**src/rtl/rapd_pkg.sv**
```systemverilog
package rapd_pkg;

   // Sizing
   localparam int MAX_WINDOW = 16;
   localparam int SIG_BITS   = 32;
   localparam int IDX_W      = $clog2(MAX_WINDOW);
   localparam int CNT_W      = $clog2(MAX_WINDOW + 1);

   // Field and register widths
   localparam int WIN_W      = 5;
   localparam int RLVL_W     = 5;
   localparam int PLVL_W     = 4;
   localparam int RUN_W      = 5;
   localparam int CSR_IDX_W  = 3;
   localparam int CSR_DATA_W = 5;

   // Register indexes
   localparam logic [CSR_IDX_W-1:0] CSR_WINDOW_SIZE    = 3'd0;
   localparam logic [CSR_IDX_W-1:0] CSR_REPEAT_WARN    = 3'd1;
   localparam logic [CSR_IDX_W-1:0] CSR_REPEAT_CRIT    = 3'd2;
   localparam logic [CSR_IDX_W-1:0] CSR_PINGPONG_WARN  = 3'd3;
   localparam logic [CSR_IDX_W-1:0] CSR_PINGPONG_CRIT  = 3'd4;

   // Register reset values
   localparam logic [WIN_W-1:0]  WINDOW_RST  = 5'd16;
   localparam logic [RLVL_W-1:0] RWARN_RST   = 5'd3;
   localparam logic [RLVL_W-1:0] RCRIT_RST   = 5'd5;
   localparam logic [PLVL_W-1:0] PWARN_RST   = 4'd2;
   localparam logic [PLVL_W-1:0] PCRIT_RST   = 4'd4;

   // Command codes
   localparam logic CMD_RECORD = 1'b0;
   localparam logic CMD_CLEAR  = 1'b1;

   // Result codes
   localparam logic [1:0] SEV_NONE      = 2'd0;
   localparam logic [1:0] SEV_WARN      = 2'd1;
   localparam logic [1:0] SEV_CRIT      = 2'd2;
   localparam logic [1:0] KIND_NONE     = 2'd0;
   localparam logic [1:0] KIND_REPEAT   = 2'd1;
   localparam logic [1:0] KIND_PINGPONG = 2'd2;

   // Controller to datapath commands
   typedef struct packed {
      logic accept;   // input transaction taken this cycle
      logic issue;    // read next history entry
      logic finish;   // load result register
   } dp_cmd_type;

   // Datapath to controller status
   typedef struct packed {
      logic last_read;  // current read is the oldest valid entry
      logic no_reads;   // fewer than two entries, nothing to walk
      logic out_free;   // result register can take a new result
   } dp_sts_type;

   // Saturate a count to the result field
   function automatic logic [RUN_W-1:0] sat_run(input logic [CNT_W-1:0] cnt);
      if (32'(cnt) > 32'((1 << RUN_W) - 1)) begin
         sat_run = {RUN_W{1'b1}};
      end else begin
         sat_run = RUN_W'(cnt);
      end
   endfunction

endpackage

```
**src/rtl/rapd_req_if.sv**
```systemverilog
interface rapd_req_if;
   logic                          valid;
   logic                          ready;
   logic                          command;
   logic [rapd_pkg::SIG_BITS-1:0] signature;

   modport source (output valid, command, signature, input ready);
   modport sink   (input valid, command, signature, output ready);
endinterface

```
**src/rtl/rapd_rsp_if.sv**
```systemverilog
interface rapd_rsp_if;
   logic                       valid;
   logic                       ready;
   logic [1:0]                 severity;
   logic [1:0]                 loop_kind;
   logic [rapd_pkg::RUN_W-1:0] run_count;

   modport source (output valid, severity, loop_kind, run_count, input ready);
   modport sink   (input valid, severity, loop_kind, run_count, output ready);
endinterface

```
**src/rtl/rapd_ram.sv**
```systemverilog
module rapd_ram #(
   parameter int WIDTH = 32,
   parameter int DEPTH = 16
) (
   input  logic                     clock,
   input  logic                     wr_en,
   input  logic [$clog2(DEPTH)-1:0] wr_addr,
   input  logic [WIDTH-1:0]         wr_data,
   input  logic [$clog2(DEPTH)-1:0] rd_addr,
   output logic [WIDTH-1:0]         rd_data
);

   logic [WIDTH-1:0] mem [DEPTH];
   logic [WIDTH-1:0] rd_data_ff;

   // One write port, one registered read port
   always_ff @(posedge clock) begin
      if (wr_en) begin
         mem[wr_addr] <= wr_data;
      end
      rd_data_ff <= mem[rd_addr];
   end

   assign rd_data = rd_data_ff;

endmodule

```
**src/rtl/rapd_ctrl.sv**
```systemverilog
module rapd_ctrl (
   input  logic                 clock,
   input  logic                 reset,
   input  logic                 req_valid,
   output logic                 req_ready,
   input  rapd_pkg::dp_sts_type sts,
   output rapd_pkg::dp_cmd_type cmd
);

   typedef enum logic [1:0] {
      ST_IDLE,
      ST_SCAN,
      ST_DRAIN,
      ST_FINISH
   } state_type;

   state_type state_ff, state_in;

   // Next state and commands
   always_comb begin
      state_in   = state_ff;
      cmd        = '0;
      req_ready  = 1'b0;
      case (state_ff)
         ST_IDLE: begin
            req_ready  = 1'b1;
            cmd.accept = req_valid;
            if (req_valid) begin
               state_in = ST_SCAN;
            end
         end
         ST_SCAN: begin
            if (sts.no_reads) begin
               state_in = ST_FINISH;
            end else begin
               cmd.issue = 1'b1;
               if (sts.last_read) begin
                  state_in = ST_DRAIN;
               end
            end
         end
         ST_DRAIN: begin
            // last read data lands this cycle
            state_in = ST_FINISH;
         end
         ST_FINISH: begin
            if (sts.out_free) begin
               cmd.finish = 1'b1;
               state_in   = ST_IDLE;
            end
         end
         default: begin
            state_in = ST_IDLE;
         end
      endcase
   end

   always_ff @(posedge clock) begin
      if (reset) begin
         state_ff <= ST_IDLE;
      end else begin
         state_ff <= state_in;
      end
   end

endmodule

```
**src/rtl/rapd_dp.sv**
```systemverilog
module rapd_dp (
   input  logic                                  clock,
   input  logic                                  reset,
   input  logic                                  req_command,
   input  logic [rapd_pkg::SIG_BITS-1:0]         req_signature,
   input  logic                                  csr_wr_en,
   input  logic [rapd_pkg::CSR_IDX_W-1:0]        csr_index,
   input  logic [rapd_pkg::CSR_DATA_W-1:0]       csr_wr_data,
   input  rapd_pkg::dp_cmd_type                  cmd,
   output rapd_pkg::dp_sts_type                  sts,
   input  logic                                  rsp_ready,
   output logic                                  rsp_valid,
   output logic [1:0]                            rsp_severity,
   output logic [1:0]                            rsp_loop_kind,
   output logic [rapd_pkg::RUN_W-1:0]            rsp_run_count
);

   localparam int IDX_W = rapd_pkg::IDX_W;
   localparam int CNT_W = rapd_pkg::CNT_W;
   localparam int SIG_W = rapd_pkg::SIG_BITS;

   // Configuration registers
   logic [rapd_pkg::WIN_W-1:0]  win_size_ff;
   logic [rapd_pkg::RLVL_W-1:0] rwarn_ff, rcrit_ff;
   logic [rapd_pkg::PLVL_W-1:0] pwarn_ff, pcrit_ff;

   // History bookkeeping
   logic [IDX_W-1:0] hp_ff, hp_in;
   logic [CNT_W-1:0] fill_ff, fill_in;
   logic             clear_ff, clear_in;

   // Walk state
   logic [SIG_W-1:0] sig_a_ff, sig_a_in;
   logic [SIG_W-1:0] sig_b_ff, sig_b_in;
   logic [SIG_W-1:0] sig_x_ff, sig_x_in;
   logic [IDX_W-1:0] k_ff, k_in;
   logic             rd_valid_ff, rd_valid_in;
   logic [IDX_W-1:0] rd_k_ff, rd_k_in;
   logic             rep_run_ff, rep_run_in;
   logic [CNT_W-1:0] reps_ff, reps_in;
   logic             pp_run_ff, pp_run_in;
   logic [CNT_W-1:0] cyc_ff, cyc_in;

   // Result register
   logic                         rsp_valid_ff, rsp_valid_in;
   logic [1:0]                   sev_ff, sev_in;
   logic [1:0]                   kind_ff, kind_in;
   logic [rapd_pkg::RUN_W-1:0]   run_ff, run_in;

   logic [CNT_W-1:0] win_eff;
   logic [CNT_W:0]   fill_sum;
   logic [IDX_W:0]   rd_sum;
   logic [IDX_W-1:0] rd_addr;
   logic             ram_we;
   logic [SIG_W-1:0] rd_data;
   logic [CNT_W-1:0] cyc_eff;
   logic             pair_ok;

   // Configuration writes
   always_ff @(posedge clock) begin
      if (reset) begin
         win_size_ff <= rapd_pkg::WINDOW_RST;
         rwarn_ff    <= rapd_pkg::RWARN_RST;
         rcrit_ff    <= rapd_pkg::RCRIT_RST;
         pwarn_ff    <= rapd_pkg::PWARN_RST;
         pcrit_ff    <= rapd_pkg::PCRIT_RST;
      end else if (csr_wr_en) begin
         case (csr_index)
            rapd_pkg::CSR_WINDOW_SIZE:   win_size_ff <= csr_wr_data[rapd_pkg::WIN_W-1:0];
            rapd_pkg::CSR_REPEAT_WARN:   rwarn_ff    <= csr_wr_data[rapd_pkg::RLVL_W-1:0];
            rapd_pkg::CSR_REPEAT_CRIT:   rcrit_ff    <= csr_wr_data[rapd_pkg::RLVL_W-1:0];
            rapd_pkg::CSR_PINGPONG_WARN: pwarn_ff    <= csr_wr_data[rapd_pkg::PLVL_W-1:0];
            rapd_pkg::CSR_PINGPONG_CRIT: pcrit_ff    <= csr_wr_data[rapd_pkg::PLVL_W-1:0];
            default: begin
            end
         endcase
      end
   end

   // Effective window: zero acts as one, clamp at the store depth
   always_comb begin
      if (win_size_ff == '0) begin
         win_eff = CNT_W'(1);
      end else if (32'(win_size_ff) > 32'(rapd_pkg::MAX_WINDOW)) begin
         win_eff = CNT_W'(rapd_pkg::MAX_WINDOW);
      end else begin
         win_eff = CNT_W'(win_size_ff);
      end
   end

   // Circular history: newest entry at hp, entry k at hp - k
   assign fill_sum = {1'b0, fill_ff} + (CNT_W+1)'(1);
   assign rd_sum   = {1'b0, hp_ff} + (IDX_W+1)'(rapd_pkg::MAX_WINDOW) - {1'b0, k_ff};
   assign rd_addr  = (rd_sum >= (IDX_W+1)'(rapd_pkg::MAX_WINDOW)) ?
                     IDX_W'(rd_sum - (IDX_W+1)'(rapd_pkg::MAX_WINDOW)) : rd_sum[IDX_W-1:0];
   assign ram_we   = cmd.accept && (req_command == rapd_pkg::CMD_RECORD);

   always_comb begin
      if (hp_ff == IDX_W'(rapd_pkg::MAX_WINDOW - 1)) begin
         hp_in = '0;
      end else begin
         hp_in = hp_ff + IDX_W'(1);
      end
   end

   rapd_ram #(
      .WIDTH (SIG_W),
      .DEPTH (rapd_pkg::MAX_WINDOW)
   ) u_hist (
      .clock   (clock),
      .wr_en   (ram_we),
      .wr_addr (hp_in),
      .wr_data (req_signature),
      .rd_addr (rd_addr),
      .rd_data (rd_data)
   );

   // Pair check against the newest two values, either order
   assign pair_ok = ((sig_x_ff == sig_a_ff) && (rd_data == sig_b_ff)) ||
                    ((sig_x_ff == sig_b_ff) && (rd_data == sig_a_ff));

   // Accept, read issue and walk over returned entries
   always_comb begin
      clear_in    = clear_ff;
      fill_in     = fill_ff;
      sig_a_in    = sig_a_ff;
      sig_b_in    = sig_b_ff;
      sig_x_in    = sig_x_ff;
      k_in        = k_ff;
      rd_valid_in = 1'b0;
      rd_k_in     = rd_k_ff;
      rep_run_in  = rep_run_ff;
      reps_in     = reps_ff;
      pp_run_in   = pp_run_ff;
      cyc_in      = cyc_ff;

      if (cmd.accept) begin
         k_in       = IDX_W'(1);
         rep_run_in = 1'b1;
         reps_in    = CNT_W'(1);
         pp_run_in  = 1'b1;
         cyc_in     = '0;
         if (req_command == rapd_pkg::CMD_CLEAR) begin
            clear_in = 1'b1;
            fill_in  = '0;
         end else begin
            clear_in = 1'b0;
            sig_a_in = req_signature;
            fill_in  = (fill_sum > {1'b0, win_eff}) ? win_eff : fill_sum[CNT_W-1:0];
         end
      end

      if (cmd.issue) begin
         rd_valid_in = 1'b1;
         rd_k_in     = k_ff;
         k_in        = k_ff + IDX_W'(1);
      end

      if (rd_valid_ff) begin
         // trailing repeat run
         if (rep_run_ff && (rd_data == sig_a_ff)) begin
            reps_in = reps_ff + CNT_W'(1);
         end else begin
            rep_run_in = 1'b0;
         end
         // ping-pong pairs: entry one fixes B, even entries open a pair
         if (rd_k_ff == IDX_W'(1)) begin
            sig_b_in = rd_data;
            cyc_in   = CNT_W'(1);
         end else if (!rd_k_ff[0]) begin
            sig_x_in = rd_data;
         end else if (pp_run_ff && pair_ok) begin
            cyc_in = cyc_ff + CNT_W'(1);
         end else begin
            pp_run_in = 1'b0;
         end
      end
   end

   // Ping-pong needs four entries and two distinct newest values
   assign cyc_eff = ((fill_ff < CNT_W'(4)) || (sig_a_ff == sig_b_ff)) ? '0 : cyc_ff;

   // Classification into the result register
   always_comb begin
      sev_in       = sev_ff;
      kind_in      = kind_ff;
      run_in       = run_ff;
      rsp_valid_in = rsp_valid_ff && !rsp_ready;
      if (cmd.finish) begin
         rsp_valid_in = 1'b1;
         if (clear_ff) begin
            sev_in  = rapd_pkg::SEV_NONE;
            kind_in = rapd_pkg::KIND_NONE;
            run_in  = '0;
         end else if (32'(reps_ff) >= 32'(rcrit_ff)) begin
            sev_in  = rapd_pkg::SEV_CRIT;
            kind_in = rapd_pkg::KIND_REPEAT;
            run_in  = rapd_pkg::sat_run(reps_ff);
         end else if (32'(reps_ff) >= 32'(rwarn_ff)) begin
            sev_in  = rapd_pkg::SEV_WARN;
            kind_in = rapd_pkg::KIND_REPEAT;
            run_in  = rapd_pkg::sat_run(reps_ff);
         end else if (32'(cyc_eff) >= 32'(pcrit_ff)) begin
            sev_in  = rapd_pkg::SEV_CRIT;
            kind_in = rapd_pkg::KIND_PINGPONG;
            run_in  = rapd_pkg::sat_run(cyc_eff);
         end else if (32'(cyc_eff) >= 32'(pwarn_ff)) begin
            sev_in  = rapd_pkg::SEV_WARN;
            kind_in = rapd_pkg::KIND_PINGPONG;
            run_in  = rapd_pkg::sat_run(cyc_eff);
         end else begin
            sev_in  = rapd_pkg::SEV_NONE;
            kind_in = rapd_pkg::KIND_NONE;
            run_in  = '0;
         end
      end
   end

   // Control registers
   always_ff @(posedge clock) begin
      if (reset) begin
         hp_ff        <= '0;
         fill_ff      <= '0;
         rd_valid_ff  <= 1'b0;
         rsp_valid_ff <= 1'b0;
      end else begin
         if (ram_we) begin
            hp_ff <= hp_in;
         end
         fill_ff      <= fill_in;
         rd_valid_ff  <= rd_valid_in;
         rsp_valid_ff <= rsp_valid_in;
      end
   end

   // Payload registers
   always_ff @(posedge clock) begin
      clear_ff   <= clear_in;
      sig_a_ff   <= sig_a_in;
      sig_b_ff   <= sig_b_in;
      sig_x_ff   <= sig_x_in;
      k_ff       <= k_in;
      rd_k_ff    <= rd_k_in;
      rep_run_ff <= rep_run_in;
      reps_ff    <= reps_in;
      pp_run_ff  <= pp_run_in;
      cyc_ff     <= cyc_in;
      sev_ff     <= sev_in;
      kind_ff    <= kind_in;
      run_ff     <= run_in;
   end

   // Status to the controller
   assign sts.last_read = (CNT_W'(k_ff) + CNT_W'(1)) == fill_ff;
   assign sts.no_reads  = fill_ff <= CNT_W'(1);
   assign sts.out_free  = !rsp_valid_ff || rsp_ready;

   assign rsp_valid     = rsp_valid_ff;
   assign rsp_severity  = sev_ff;
   assign rsp_loop_kind = kind_ff;
   assign rsp_run_count = run_ff;

endmodule

```
**src/rtl/repeat_and_pingpong_detector_core.sv**
```systemverilog
// Flow: each transaction walks the older kept entries, newest first, before its
//   result is loaded; a clear or a single entry goes straight to the result.
//   A new transaction is taken only after that load, which waits for a free output.
// Reset: synchronous, active high; history empty, registers at their defaults,
//   no result pending. History RAM contents are not cleared.
module repeat_and_pingpong_detector_core (
   input  logic                              clock,
   input  logic                              reset,
   rapd_req_if.sink                          req_ch,
   rapd_rsp_if.source                        rsp_ch,
   input  logic                              csr_wr_en,
   input  logic [rapd_pkg::CSR_IDX_W-1:0]    csr_index,
   input  logic [rapd_pkg::CSR_DATA_W-1:0]   csr_wr_data
);

   rapd_pkg::dp_cmd_type cmd;
   rapd_pkg::dp_sts_type sts;
   logic                 req_ready;

   // Sequencer
   rapd_ctrl u_ctrl (
      .clock     (clock),
      .reset     (reset),
      .req_valid (req_ch.valid),
      .req_ready (req_ready),
      .sts       (sts),
      .cmd       (cmd)
   );

   assign req_ch.ready = req_ready;

   // History, counters and result register
   rapd_dp u_dp (
      .clock         (clock),
      .reset         (reset),
      .req_command   (req_ch.command),
      .req_signature (req_ch.signature),
      .csr_wr_en     (csr_wr_en),
      .csr_index     (csr_index),
      .csr_wr_data   (csr_wr_data),
      .cmd           (cmd),
      .sts           (sts),
      .rsp_ready     (rsp_ch.ready),
      .rsp_valid     (rsp_ch.valid),
      .rsp_severity  (rsp_ch.severity),
      .rsp_loop_kind (rsp_ch.loop_kind),
      .rsp_run_count (rsp_ch.run_count)
   );

   // Result is only loaded when the output register is free
   a_finish_free: assert property (@(posedge clock) disable iff (reset)
      cmd.finish |-> (!rsp_ch.valid || rsp_ch.ready))
      else $error("result loaded over a pending transaction");

   // One transaction in flight at a time
   a_busy_after_accept: assert property (@(posedge clock) disable iff (reset)
      (req_ch.valid && req_ch.ready) |=> !req_ch.ready)
      else $error("input taken while a transaction is in flight");

   // No detection means zero severity and zero count
   a_none_is_quiet: assert property (@(posedge clock) disable iff (reset)
      (rsp_ch.valid && (rsp_ch.loop_kind == rapd_pkg::KIND_NONE)) |->
      ((rsp_ch.severity == rapd_pkg::SEV_NONE) && (rsp_ch.run_count == '0)))
      else $error("no-loop result with nonzero severity or count");

   // Reads are issued only while busy
   a_issue_busy: assert property (@(posedge clock) disable iff (reset)
      cmd.issue |-> (!req_ch.ready && !cmd.finish))
      else $error("history read outside the walk");

endmodule
```
**src/flat_wrapper.sv**
```systemverilog
// flat-port wrapper written by rule: the top's interface ports become plain ports
module repeat_and_pingpong_detector_core_flat 
  (clock, reset, csr_wr_en, csr_index, csr_wr_data, req_ch_valid, req_ch_command, req_ch_signature, req_ch_ready, rsp_ch_valid, rsp_ch_severity, rsp_ch_loop_kind, rsp_ch_run_count, rsp_ch_ready);
  rapd_req_if req_ch_i ();
  rapd_rsp_if rsp_ch_i ();
  input  logic clock;
  input  logic reset;
  input  logic csr_wr_en;
  input  logic [rapd_pkg::CSR_IDX_W-1:0] csr_index;
  input  logic [rapd_pkg::CSR_DATA_W-1:0] csr_wr_data;
  input wire logic [$bits(req_ch_i.valid)-1:0] req_ch_valid;
  input wire logic [$bits(req_ch_i.command)-1:0] req_ch_command;
  input wire logic [$bits(req_ch_i.signature)-1:0] req_ch_signature;
  output wire logic [$bits(req_ch_i.ready)-1:0] req_ch_ready;
  output wire logic [$bits(rsp_ch_i.valid)-1:0] rsp_ch_valid;
  output wire logic [$bits(rsp_ch_i.severity)-1:0] rsp_ch_severity;
  output wire logic [$bits(rsp_ch_i.loop_kind)-1:0] rsp_ch_loop_kind;
  output wire logic [$bits(rsp_ch_i.run_count)-1:0] rsp_ch_run_count;
  input wire logic [$bits(rsp_ch_i.ready)-1:0] rsp_ch_ready;
  assign req_ch_i.valid = req_ch_valid;
  assign req_ch_i.command = req_ch_command;
  assign req_ch_i.signature = req_ch_signature;
  assign req_ch_ready = req_ch_i.ready;
  assign rsp_ch_valid = rsp_ch_i.valid;
  assign rsp_ch_severity = rsp_ch_i.severity;
  assign rsp_ch_loop_kind = rsp_ch_i.loop_kind;
  assign rsp_ch_run_count = rsp_ch_i.run_count;
  assign rsp_ch_i.ready = rsp_ch_ready;
  repeat_and_pingpong_detector_core u_core (.clock(clock), .reset(reset), .req_ch(req_ch_i), .rsp_ch(rsp_ch_i), .csr_wr_en(csr_wr_en), .csr_index(csr_index), .csr_wr_data(csr_wr_data));
endmodule
```
**config.mk**
```make
export PLATFORM = sky130hd
export DESIGN_NAME = repeat_and_pingpong_detector_core_flat
export DESIGN_NICKNAME = d
export VERILOG_FILES = /design/src/rtl/rapd_pkg.sv /design/src/rtl/rapd_req_if.sv /design/src/rtl/rapd_rsp_if.sv /design/src/rtl/rapd_ram.sv /design/src/rtl/rapd_ctrl.sv /design/src/rtl/rapd_dp.sv /design/src/rtl/repeat_and_pingpong_detector_core.sv /design/src/flat_wrapper.sv
export SDC_FILE = /design/constraint.sdc
export NUM_CORES = 1
export LEC_CHECK = 0
export BUFFER_PORTS_ARGS = -buffer_cell sky130_fd_sc_hd__buf_2
export CAP_MARGIN = 25
export CORE_MARGIN = 2
export CORE_UTILIZATION = 48
export CTS_CLUSTER_SIZE = 16
export DETAILED_ROUTE_END_ITERATION = 12
export GPL_ROUTABILITY_DRIVEN = 1
export PLACE_DENSITY = 0.63
export SYNTH_ARGS = -nofsm -noshare
export SYNTH_HDL_FRONTEND = slang
export SYNTH_SLANG_ARGS = --single-unit
```
**constraint.sdc**
```tcl
create_clock -name clock -period 5.9 [get_ports clock]
set_clock_uncertainty 0.1 [all_clocks]
set_input_delay 0 -clock clock [delete_from_list [all_inputs] [get_ports clock]]
set_output_delay 0 -clock clock [all_outputs]
set_load 0.05 [all_outputs]
```
==> reports/results.ini <==
[status]
status = finished clean

[route]
drt-met1-wl_um = 27420
highest_layer = met4
met3_length_um = 3410
firstDrtPassIters = 5
wl_met2_um = 31290
ant_nets = 0
drt_iter0_markers = 1161
routed_wl_um = 63680
viasPerCell = 5.713
vias = 14950
drc = 0
wl_per_cell_um = 24.33

[sta]
grt_setup_unrepaired = false
slew_violations = 0
post-route-period-util = 0.6443
finalSetupViolCount = 0
worst_slew_margin_rel = 0.3296
fin_crit_ns = 3.801
final_hold_viol_count = 0
worst_slew_pin_slew_ns = 1.001
fmax_mhz = 263.1
tns_ns = 0

[yosys]
synth_edf_count = 626
synth_nets = 1713
syn-mean-instance-area_sq_um = 17.46
ys_seq_elements = 706
synthFlopType = edfxtp_1
async_reset_ff_frac = 0
ys_seq_area_frac = 0.7183
synth_cells = 1627
ys_types = 57
yosys_warnings = 0
post_synth_instance_area_sq_um = 28400

[final_layout]
area_growth_pct = 15.68
fin_area_sq_um = 32850
fin_util = 0.5588
diodes = 0
layout_commonest_cell = edfxtp_1
drive_above_1_share = 0.1925
fillers = 4527
nets = 1872
final_cell_mix = edfxtp_1, xor2_1, mux4_2

[setup_path]
cp_slowest_stage_delay_ns = 0.46
start_kind = flop
path_class = flop to flop
crit_chain = xnor2_1 -> nand4_1 -> nor4_1 -> a21oi_1 -> nand2_1 -> ha_1 -> nand2b_1 -> a21o_1 -> a21o_1 -> a21oi_1 -> nand2_1 -> nor2_1 -> and4bb_2 -> a22o_1
cp-end-kind = flop
crit_path_top_delay_cell = edfxtp_1
required_ns = 6.13
cp_max_fo = 7
critical_path_arrival_ns = 4.03

[clocking]
cts.clk_slew.worst_paths_ns = 0.06
clock_path_buffers = 3
insertion_delay_ns = 0.62
postCtsSetupRepairBufs = 0
cts_root_buffer = clkbuf_16
cts_sinks = 706
cts_buffers = 75
tritoncts = built
htree_levels = 3

[floorplanning]
dieArea_sq_um = 61130
die_h_um = 247.2
die_x_um = 247.2
row_count = 89
coreArea_sq_um = 58800
start_util = 0.4830
ios = 57

[global_routing]
grt_overflow = 0
grt_usage = 0.2133
grt_pass1_wl_um = 95650
antenna_found_initial = 0
grt_pass1_vias = 15270
grt_start_max_net_pins = 76

[min_path]
hp-class = input pin to flop

[power_and_ir_drop]
p_leak_nw = 10.83
power_density_nw_per_um2 = 402.7
vdd_drop_max_mv = 0.3262

[job]
max_cap_viol_count = 0

[placement]
gp_congestion = 0.9244
placed_cell_area_sq_um = 29980
port-buffer-count = 56
dpl.hpwl_um = 38380

[cells by family after synthesis]
| logic type | share of synthesized area |
|---|---|
| flip-flops | 0.7183 |
| AND/OR/NAND/NOR | 0.05498 |
| XOR/XNOR | 0.05397 |
| AO/OA/AOI/OAI | 0.03503 |
| multiplexers | 0.1068 |
| buffers and inverters | 0.01304 |
| adder cells (fa/ha/maj) | 0.01789 |
[per-stage QoR]
stage / worst slack (ns) / hold slack, ns / cells / power [mW]
2_1_floorplan: 0.9075 / -0.001131 / 1627 / 7.957
3_3_place_gp: 2.214 / 0.1645 / 2427 / 8.872
3_5_place_dp: 2.236 / 0.1746 / 2428 / 8.879
4_1_cts: 2.180 / 0.07343 / 2616 / 13.36
5_1_grt: 1.886 / 0.1022 / 2617 / 13.77
6_report: 2.099 / 0.09678 / 2617 / 13.23
[layout make-up]
cell class	instances	area, sq um	area share
inverters	35	131.4	0.003999
well taps	773	967.2	0.02944
flip-flops and latches	706	20400	0.6209
clock inverters	44	335.3	0.01021
repair buffers	142	1204	0.03664
multi-input cells	826	7819	0.2380
clock buffers	91	1998	0.06082
[flip-flops by register name, indices dropped and copies added (netlist names), 5 cells and up]
name and count:
u_core.u_dp.u_hist.rd_data 32, u_core.u_dp.rwarn_ff 5, u_core.u_dp.sig_b_ff 32, u_core.u_dp.sig_a_ff 32
u_core.u_dp.sig_x_ff 32, u_core.u_dp.reps_ff 5, u_core.u_dp.fill_ff 5, u_core.u_dp.rcrit_ff 5
u_core.u_dp.u_hist.mem 512, u_core.u_dp.cyc_ff 5, u_core.u_dp.win_size_ff 5, u_core.u_dp.rsp_run_count 5
[repair_timing]
action,4_1_cts,5_1_grt
gates resized for setup,0,0
endpoints found under the hold margin,586,0
hold buffers,53,0
[routing by layer]
metal,vias up,track usage
li1,6685,-
met1,7770,0.2926
met2,403,0.3496
met3,94,0.03462
met4,0,0.07203
met5,-,0
[worst max-delay path, delay by kind of cell (launching register included)]
| kind | cells | cell delay [ns] |
|---|---|---|
| and+or+nand+nor | 7 | 1.36 |
| AOI/OAI and AO/OA | 5 | 1.07 |
| DFF | 1 | 0.46 |
| xor gates and xnor gates | 1 | 0.32 |
| adders and majority gates | 1 | 0.23 |
[cells in the mapped netlist (all sizes together), types with 35 or more instances]
library cell    n  area (sq um)
ha             39         488.0
nor4           38         237.7
xor2          137          1200
clkbuf         43         161.4
nor2           63         236.5
dfxtp          80          1602
and2           36         225.2
xnor2          38         332.8
a31oi          35         219.0
mux4          128          2883
nand2         111         416.7
edfxtp        626         18800
[power by group]
group | internal (mW) | switching [mW]
sequential | 5.77 | 0.300
clock | 2.56 | 1.90
combinational | 1.17 | 1.53
[final timing paths]
kind                                       end  cells past startpoint  slack, ns                startpoint
hold / removal            u_core.u_dp.clear_ff                      2        0.1            req_ch_command
setup reg to reg  u_core.u_dp.rsp_run_count[1]                     14       2.10  u_core.u_dp.sig_a_ff[24]
setup / recovery  u_core.u_dp.rsp_run_count[1]                     14       2.10  u_core.u_dp.sig_a_ff[24]
hold reg to reg         u_core.u_dp.rep_run_ff                      2       0.37    u_core.u_dp.rep_run_ff
(Power assumes the default switching activity.)
